File: config.mk
export PLATFORM = sky130hd
export DESIGN_NAME = i2c_master_byte_controller
export DESIGN_NICKNAME = d
export VERILOG_FILES = /design/src/rtl/core/i2cmbc_pkg.sv /design/src/rtl/core/i2c_master_byte_controller.sv
export SDC_FILE = /design/constraint.sdc
export NUM_CORES = 1
export LEC_CHECK = 0
export ABC_CLOCK_PERIOD_IN_PS = 3100
export BUFFER_PORTS_ARGS = -buffer_cell sky130_fd_sc_hd__buf_2
export CAP_MARGIN = 20
export CORE_MARGIN = 5
export CORE_UTILIZATION = 25
export CTS_BUF_LIST = sky130_fd_sc_hd__clkbuf_8 sky130_fd_sc_hd__clkbuf_16
export DETAILED_ROUTE_END_ITERATION = 10
export SETUP_SLACK_MARGIN = 0.2
export SLEW_MARGIN = 10
export SYNTH_ARGS = -nofsm -noshare
export SYNTH_HDL_FRONTEND = slang
export SYNTH_SLANG_ARGS = --single-unit
File: constraint.sdc
create_clock -name clk -period 3.1 [get_ports clk]
set_input_delay 0.62 -clock clk [delete_from_list [all_inputs] [get_ports clk]]
set_output_delay 0.62 -clock clk [all_outputs]
set_load 0.005 [all_outputs]
File: src/rtl/core/i2cmbc_pkg.sv
package i2cmbc_pkg;

  localparam int PHASES_PER_BIT = 5;
  localparam int PH_W = 3;
  localparam logic [PH_W-1:0] PH_LAST = PH_W'(PHASES_PER_BIT - 1);
  localparam logic [PH_W-1:0] PH_SAMP = PH_W'(PHASES_PER_BIT - 2);
  localparam logic [PH_W-1:0] PH_STOP = PH_W'(PHASES_PER_BIT - 3);

  // bus ops
  localparam logic [2:0] OP_TICK = 3'd0;
  localparam logic [2:0] OP_WTX  = 3'd1;
  localparam logic [2:0] OP_WCMD = 3'd2;
  localparam logic [2:0] OP_RRX  = 3'd3;
  localparam logic [2:0] OP_RST  = 3'd4;

  // config register indexes
  localparam logic [1:0] CFG_PRESCALE = 2'd0;
  localparam logic [1:0] CFG_ENABLE   = 2'd1;
  localparam logic [1:0] CFG_IRQ_EN   = 2'd2;

  // sequencer states
  localparam logic [2:0] SQ_IDLE   = 3'd0;
  localparam logic [2:0] SQ_START  = 3'd1;
  localparam logic [2:0] SQ_WRITE  = 3'd2;
  localparam logic [2:0] SQ_READ   = 3'd3;
  localparam logic [2:0] SQ_ACKIN  = 3'd4;
  localparam logic [2:0] SQ_ACKOUT = 3'd5;
  localparam logic [2:0] SQ_STOP   = 3'd6;

  // pending command bits
  typedef struct packed {
    logic sta;
    logic sto;
    logic rd;
    logic wr;
    logic ack;
  } cmd_t;

  // status bits
  typedef struct packed {
    logic nack;
    logic busy;
    logic al;
    logic tip;
    logic iflag;
  } stat_t;

endpackage

File: src/rtl/core/i2c_master_byte_controller.sv
// I2C master byte controller. One request per clock is taken while in_stall is
// low; each is one controller tick, optionally with a register access (op). Its
// result, read data plus the SCL/SDA drive and irq after that tick, comes out of
// a single output register. While that register is stalled, a one-entry skid
// stage takes one more request and in_stall rises the cycle after; with the
// output flowing, throughput is one request per cycle.
// Each bit on the wire takes five phases of prescale+1 ticks; SCL held low by
// a slave stretches the current phase. Status reads return the value before
// the tick of the same request.
module i2c_master_byte_controller (
  input  logic        clk,
  input  logic        rst_n,
  input  logic        cfg_we,
  input  logic [1:0]  cfg_index,
  input  logic [15:0] cfg_wdata,
  input  logic        in_valid,
  output logic        in_stall,
  input  logic [2:0]  in_op,
  input  logic [7:0]  in_wdata,
  input  logic        in_sda_in,
  input  logic        in_scl_in,
  output logic        out_valid,
  input  logic        out_stall,
  output logic [7:0]  out_rdata,
  output logic        out_scl_low,
  output logic        out_sda_low,
  output logic        out_irq
);
  import i2cmbc_pkg::*;

  typedef struct packed {
    logic [7:0] rdata;
    logic       scl_low;
    logic       sda_low;
    logic       irq;
  } res_t;

  // configuration
  logic [15:0] prescale_r;
  logic        enable_r, irq_en_r;

  always_ff @(posedge clk) begin
    if (!rst_n) begin
      prescale_r <= 16'hFFFF;
      enable_r   <= 1'b0;
      irq_en_r   <= 1'b0;
    end else if (cfg_we) begin
      case (cfg_index)
        CFG_PRESCALE: prescale_r <= cfg_wdata;
        CFG_ENABLE:   enable_r   <= cfg_wdata[0];
        CFG_IRQ_EN:   irq_en_r   <= cfg_wdata[0];
        default: ;
      endcase
    end
  end

  // controller state
  logic [15:0]     pcnt_r, pcnt_nxt;
  logic [PH_W-1:0] phase_r, phase_nxt;
  logic [3:0]      bcnt_r, bcnt_nxt;
  logic [7:0]      shift_r, shift_nxt, tx_r, tx_nxt, rx_r, rx_nxt;
  cmd_t            cmd_r, cmd_nxt;
  stat_t           st_r, st_nxt;
  logic [2:0]      sq_r, sq_nxt;
  logic [1:0]      hist_r, hist_nxt;
  logic            own_r, own_nxt;
  res_t            res;

  // output register and skid entry
  logic out_valid_r, skid_valid_r;
  res_t out_r, skid_r;
  logic take;

  assign in_stall = skid_valid_r;
  assign take     = in_valid && !skid_valid_r;

  // line drive for a given sequencer view
  function automatic logic [1:0] drive_f(input logic [2:0] sq, input logic [PH_W-1:0] ph,
                                         input logic [7:0] sh, input logic ack,
                                         input logic own);
    logic edg;
    edg = (ph == '0) || (ph == PH_LAST);
    case (sq)
      SQ_START:  drive_f = {edg, ph >= PH_W'(2)};
      SQ_STOP:   drive_f = {ph == '0, ph <= PH_STOP};
      SQ_WRITE:  drive_f = {edg, ~sh[7]};
      SQ_READ,
      SQ_ACKIN:  drive_f = {edg, 1'b0};
      SQ_ACKOUT: drive_f = {edg, ~ack};
      default:   drive_f = {own, 1'b0};
    endcase
  endfunction

  always_comb begin
    logic [1:0] drv;
    logic       go, done, ph_end;
    pcnt_nxt  = pcnt_r;
    phase_nxt = phase_r;
    bcnt_nxt  = bcnt_r;
    shift_nxt = shift_r;
    tx_nxt    = tx_r;
    rx_nxt    = rx_r;
    cmd_nxt   = cmd_r;
    st_nxt    = st_r;
    sq_nxt    = sq_r;
    own_nxt   = own_r;
    go        = 1'b0;
    done      = 1'b0;
    ph_end    = 1'b0;
    drv       = 2'b00;
    res.rdata = 8'h00;

    // register access
    case (in_op)
      OP_RRX: res.rdata = rx_r;
      OP_RST: res.rdata = {st_r.nack, st_r.busy, st_r.al, 3'b000, st_r.tip, st_r.iflag};
      OP_WTX: tx_nxt = in_wdata;
      OP_WCMD: begin
        if (in_wdata[0]) st_nxt.iflag = 1'b0;
        if ((in_wdata[7:4] != 4'h0) && sq_r == SQ_IDLE && enable_r) begin
          cmd_nxt    = cmd_t'(in_wdata[7:3]);
          st_nxt.al  = 1'b0;
          st_nxt.tip = in_wdata[5] | in_wdata[4];
        end
      end
      default: ;
    endcase

    // bus busy detection
    if (in_scl_in && hist_r[1]) begin
      if (hist_r[0] && !in_sda_in) st_nxt.busy = 1'b1;
      else if (!hist_r[0] && in_sda_in) st_nxt.busy = 1'b0;
    end
    hist_nxt = {in_scl_in, in_sda_in};

    if (!enable_r) begin
      sq_nxt = SQ_IDLE; cmd_nxt = '0; phase_nxt = '0; pcnt_nxt = '0;
      bcnt_nxt = '0; own_nxt = 1'b0; st_nxt.tip = 1'b0;
    end else if (sq_r == SQ_IDLE) begin
      go = cmd_nxt.sta | cmd_nxt.sto | cmd_nxt.rd | cmd_nxt.wr;
    end else begin
      drv = drive_f(sq_r, phase_r, shift_r, cmd_r.ack, own_r);
      if (drv[1] || in_scl_in) begin
        if (pcnt_r != prescale_r) begin
          pcnt_nxt = pcnt_r + 16'd1;
        end else begin
          pcnt_nxt = '0;
          ph_end   = 1'b1;
          if (phase_r == PH_SAMP) begin
            if (sq_r == SQ_READ) shift_nxt = {shift_r[6:0], in_sda_in};
            else if (sq_r == SQ_ACKIN) st_nxt.nack = in_sda_in;
            else if (sq_r == SQ_WRITE && shift_r[7] && !in_sda_in) begin
              sq_nxt = SQ_IDLE; cmd_nxt = '0; phase_nxt = '0; own_nxt = 1'b0;
              st_nxt.tip = 1'b0; st_nxt.al = 1'b1; st_nxt.iflag = 1'b1;
              ph_end = 1'b0;
            end
          end
          if (ph_end) begin
            if (phase_r < PH_LAST) begin
              phase_nxt = phase_r + PH_W'(1);
            end else begin
              phase_nxt = '0;
              case (sq_r)
                SQ_START: begin cmd_nxt.sta = 1'b0; own_nxt = 1'b1; done = 1'b1; end
                SQ_WRITE: begin
                  shift_nxt = {shift_r[6:0], 1'b0};
                  bcnt_nxt  = bcnt_r + 4'd1;
                  if (bcnt_r >= 4'd7) begin bcnt_nxt = '0; sq_nxt = SQ_ACKIN; end
                end
                SQ_READ: begin
                  bcnt_nxt = bcnt_r + 4'd1;
                  if (bcnt_r >= 4'd7) begin
                    bcnt_nxt = '0; rx_nxt = shift_nxt; sq_nxt = SQ_ACKOUT;
                  end
                end
                SQ_ACKIN,
                SQ_ACKOUT: begin cmd_nxt.rd = 1'b0; cmd_nxt.wr = 1'b0; done = 1'b1; end
                default: begin cmd_nxt.sto = 1'b0; own_nxt = 1'b0; done = 1'b1; end
              endcase
            end
          end
        end
      end
    end

    // next command of the sequence
    if (go || done) begin
      phase_nxt = '0;
      pcnt_nxt  = '0;
      if (cmd_nxt.sta) sq_nxt = SQ_START;
      else if (cmd_nxt.rd) begin sq_nxt = SQ_READ; shift_nxt = '0; bcnt_nxt = '0; end
      else if (cmd_nxt.wr) begin sq_nxt = SQ_WRITE; shift_nxt = tx_nxt; bcnt_nxt = '0; end
      else if (cmd_nxt.sto) sq_nxt = SQ_STOP;
      else begin
        sq_nxt = SQ_IDLE; cmd_nxt = '0; st_nxt.tip = 1'b0; st_nxt.iflag = 1'b1;
      end
    end

    // drive after this tick
    if (enable_r) begin
      drv = drive_f(sq_nxt, phase_nxt, shift_nxt, cmd_nxt.ack, own_nxt);
    end else begin
      drv = 2'b00;
    end
    res.scl_low = drv[1];
    res.sda_low = drv[0];
    res.irq     = irq_en_r & st_nxt.iflag;
  end

  always_ff @(posedge clk) begin
    if (!rst_n) begin
      pcnt_r <= '0; phase_r <= '0; bcnt_r <= '0; shift_r <= '0;
      tx_r <= '0; rx_r <= '0; cmd_r <= '0; st_r <= '0;
      sq_r <= SQ_IDLE; hist_r <= 2'b11; own_r <= 1'b0;
    end else if (take) begin
      pcnt_r <= pcnt_nxt; phase_r <= phase_nxt; bcnt_r <= bcnt_nxt;
      shift_r <= shift_nxt; tx_r <= tx_nxt; rx_r <= rx_nxt; cmd_r <= cmd_nxt;
      st_r <= st_nxt; sq_r <= sq_nxt; hist_r <= hist_nxt; own_r <= own_nxt;
    end
  end

  // result register with skid entry
  always_ff @(posedge clk) begin
    if (!rst_n) begin
      out_valid_r  <= 1'b0;
      skid_valid_r <= 1'b0;
    end else if (!out_valid_r || !out_stall) begin
      out_valid_r  <= skid_valid_r | take;
      skid_valid_r <= 1'b0;
    end else if (take) begin
      skid_valid_r <= 1'b1;
    end
  end

  always_ff @(posedge clk) begin
    if (!out_valid_r || !out_stall) begin
      out_r <= skid_valid_r ? skid_r : res;
    end
    if (take && out_valid_r && out_stall) begin
      skid_r <= res;
    end
  end

  assign out_valid   = out_valid_r;
  assign out_rdata   = out_r.rdata;
  assign out_scl_low = out_r.scl_low;
  assign out_sda_low = out_r.sda_low;
  assign out_irq     = out_r.irq;

endmodule

==> metrics <==
status=complete, no violations; Ys Warns=0; syn_nets=662; clk root buf=clkbuf_16; clock tree sinks=105; f_max=339 MHz; syn avg cell area=8.85 sq um; Fill cells=2,272; pin count of the biggest net entering global routing=36; antenna violations before repair=0; first-pass GRT wire length=23,600 microns; post-synth cell types=67; min cycle time layout=2.95 ns; CP Buf/Inv Count=0; layout cells sized above 1=23.7%; multi-input logic area=0.00315 sq mm; PD cells=423 mW/mm^2; vias after detailed routing=4,738; fraction of registers with async set/reset=0%; Avg WL per Cell=14.7 microns; register area=0.00233 sq mm; clk buf depth=2; crit-path cells=or4b_4 > or3_4 > mux2i_2 > a311o_2 > a21oi_4 > a211oi_2 > a221oi_2 > o22ai_2 > mux2_2; TNS Setup=0 ns; hold_ws=0.462 ns; CP Max Fanout=4; Die Y=158 microns; Gate Count Post-Synth=619; Final Non-Filler Cells=984; setup repair after global routing missed its margin=yes; CP Capture Type=flop; slowest cell delay on critical path=0.57 ns; placed insts=968; Synth area leaders=dfxtp_1 (30%), edfxtp_1 (12%), nand2_1 (6.9%); Total Wirelength=14,500 microns; cell taking the most area after synthesis=dfxtp_1; Die ar.=0.0250 sq mm; ANT nets after route=0; Post-synth top flop=dfxtp_1; critical path arrival=3.06 ns; # hold bufs at CTS=0; fin crit share=95.3%; #FFs+latches synth=105; CP max stage cell=or4b_4; Placer Congestion=0.872; Port Buffers=48; DRT iter0 DRCs=260; total global-route track usage=11.7%; Crit path required time=3.21 ns; IO Pins=49; Area Overhead vs Synth=24.8%; drt drc=0; post-synth top area share=30.3%; Worst setup SP type=flop; Core Area=0.0217 sq mm; CP top delay family=simple AND/OR/NAND/NOR gates; Max IR drop VDD=267 uV; TritonCTS clock tree=done; Rel. slew slack=39.4%; CTS buffer count=9; most common cell after layout, fill and taps aside=nand2_1; H-tree Lvls=3; Synth Cell Area=0.00548 sq mm; Slew @ Worst Pin=0.904 ns; register area share after synthesis=42.4%; Post-synth EDFFs=22; most frequent cells in the layout=nand2_1 (100), dfxtp_1 (80), buf_4 (50); Final nets=742; max cap viols=0; first-pass detailed-route iteration total=4; die width=158 microns; Antenna Cells=0; Slew Limit Fails=0; Hold Crit Class=reg2reg; Fin. Hold Viols=0; clock-pin slew on the worst setup and hold paths=0.08 ns; clock latency on the worst-skew pair=0.35 ns; Post-DP HPWL=10,700 microns; Lkg Pwr=2.56 nW; DR vias/cell=4.82; Final setup viols=0; Pwr Total=2.89 mW; Rows=54; Initial Util=25.3%; Setup Crit Path Kind=reg2reg; vias in the first global route=4,456; Worst Clk Skew=0.0129 ns; grt total ovfl=0
kinds of logic (layout without fill, tap and decap cells):
group           count (synthesis)  after routing  share of synthesized area (%)
simple gates                  279            279                           25.9
xor+xnor                       27             27                           4.32
mux                            38             38                           7.17
compound gates                122            122                           15.7
buf+inv                        41            126                           2.92
flops                         105            105                           42.4
fa+ha+maj                       7              7                           1.60
synth_stat cells, drive strengths merged, types with 3 or more instances:
cell type    n
nor3b        7
buf          7
edfxtp      22
dfxtp       83
a22oi        7
o211ai       4
and2        21
nor2b       20
inv          9
or3          7
o21ai       30
clkbuf      25
a31oi       10
nor4         9
and4         3
nor2        32
xor2        25
ha           7
mux2i       28
o2bb2ai      6
a22o         6
nor3         8
a21oi       16
nand4       10
nand2      101
nand3       33
and3        10
a21boi      16
mux2        10
path summary, 6_finish.rpt:
path / startpoint / end / slack [ns] / cells past startpoint
setup reg to reg: sq_r[2] / out_scl_low / 0.15 / 9
hold / removal: tx_r[1] / tx_r[1] / 0.46 / 2
setup / recovery: sq_r[2] / out_scl_low / 0.15 / 9
hold reg to reg: tx_r[1] / tx_r[1] / 0.46 / 2
layer usage:
metal	part of all wire [%]	up-vias	track usage, %
met5	0	-	0
met4	1.3	0	2.64
met3	6.2	17	3.09
met2	44	111	18.2
met1	48	2208	16.3
li1	-	2402	-
tightest hold or removal path: stages, from the launching register on:
cell and delay (ns):
dfxtp_1 0.31, nand2_1 0.04, a21boi_0 0.06
cell type report:
cell class | instances | share of cell area [%]
sequential | 105 | 34.0
tap | 280 | 5.13
inverter | 9 | 0.494
multi-input combinational | 473 | 46.0
timing repair buffer | 101 | 9.76
clock inverter | 7 | 1.25
clock buffer | 9 | 3.30
sequential cells by signal (all words and copies together) (netlist names), 2 cells and up:
| signal | count |
|---|---|
| pcnt_r | 16 |
| sq_r | 3 |
| hist_r | 2 |
| rx_r | 8 |
| tx_r | 8 |
| prescale_r | 16 |
| phase_r | 3 |
| cmd_r | 5 |
| skid_r | 11 |
| out_rdata | 8 |
| bcnt_r | 4 |
| shift_r | 8 |
| st_r | 5 |
metrics by stage:
| step | setup WS, ns | util (%) | area, sq um |
|---|---|---|---|
| floorplan | -0.0729 | - | 5480 |
| global route | 0.0684 | 31.5 | 6830 |
| CTS | 0.157 | 31.0 | 6730 |
| detailed placement | -0.188 | 29.4 | 6380 |
| global placement | -0.176 | 29.4 | 6380 |
| finish | 0.147 | 31.5 | 6830 |
timing repair:
action	CTS	global route
hold endpoints to repair	0	0
gates resized for setup	7	23
endpoints found under the setup margin	7	23
setup buffers	0	0
pin swaps	7	7
power by group:
group,switching (mW),total (mW),internal (mW)
Sequential,0.0200,1.45,1.43
Combinational,0.157,0.271,0.114
Clock,0.591,1.17,0.580
Total,0.768,2.89,2.12
No activity file was read; power rests on OpenSTA's default activity.
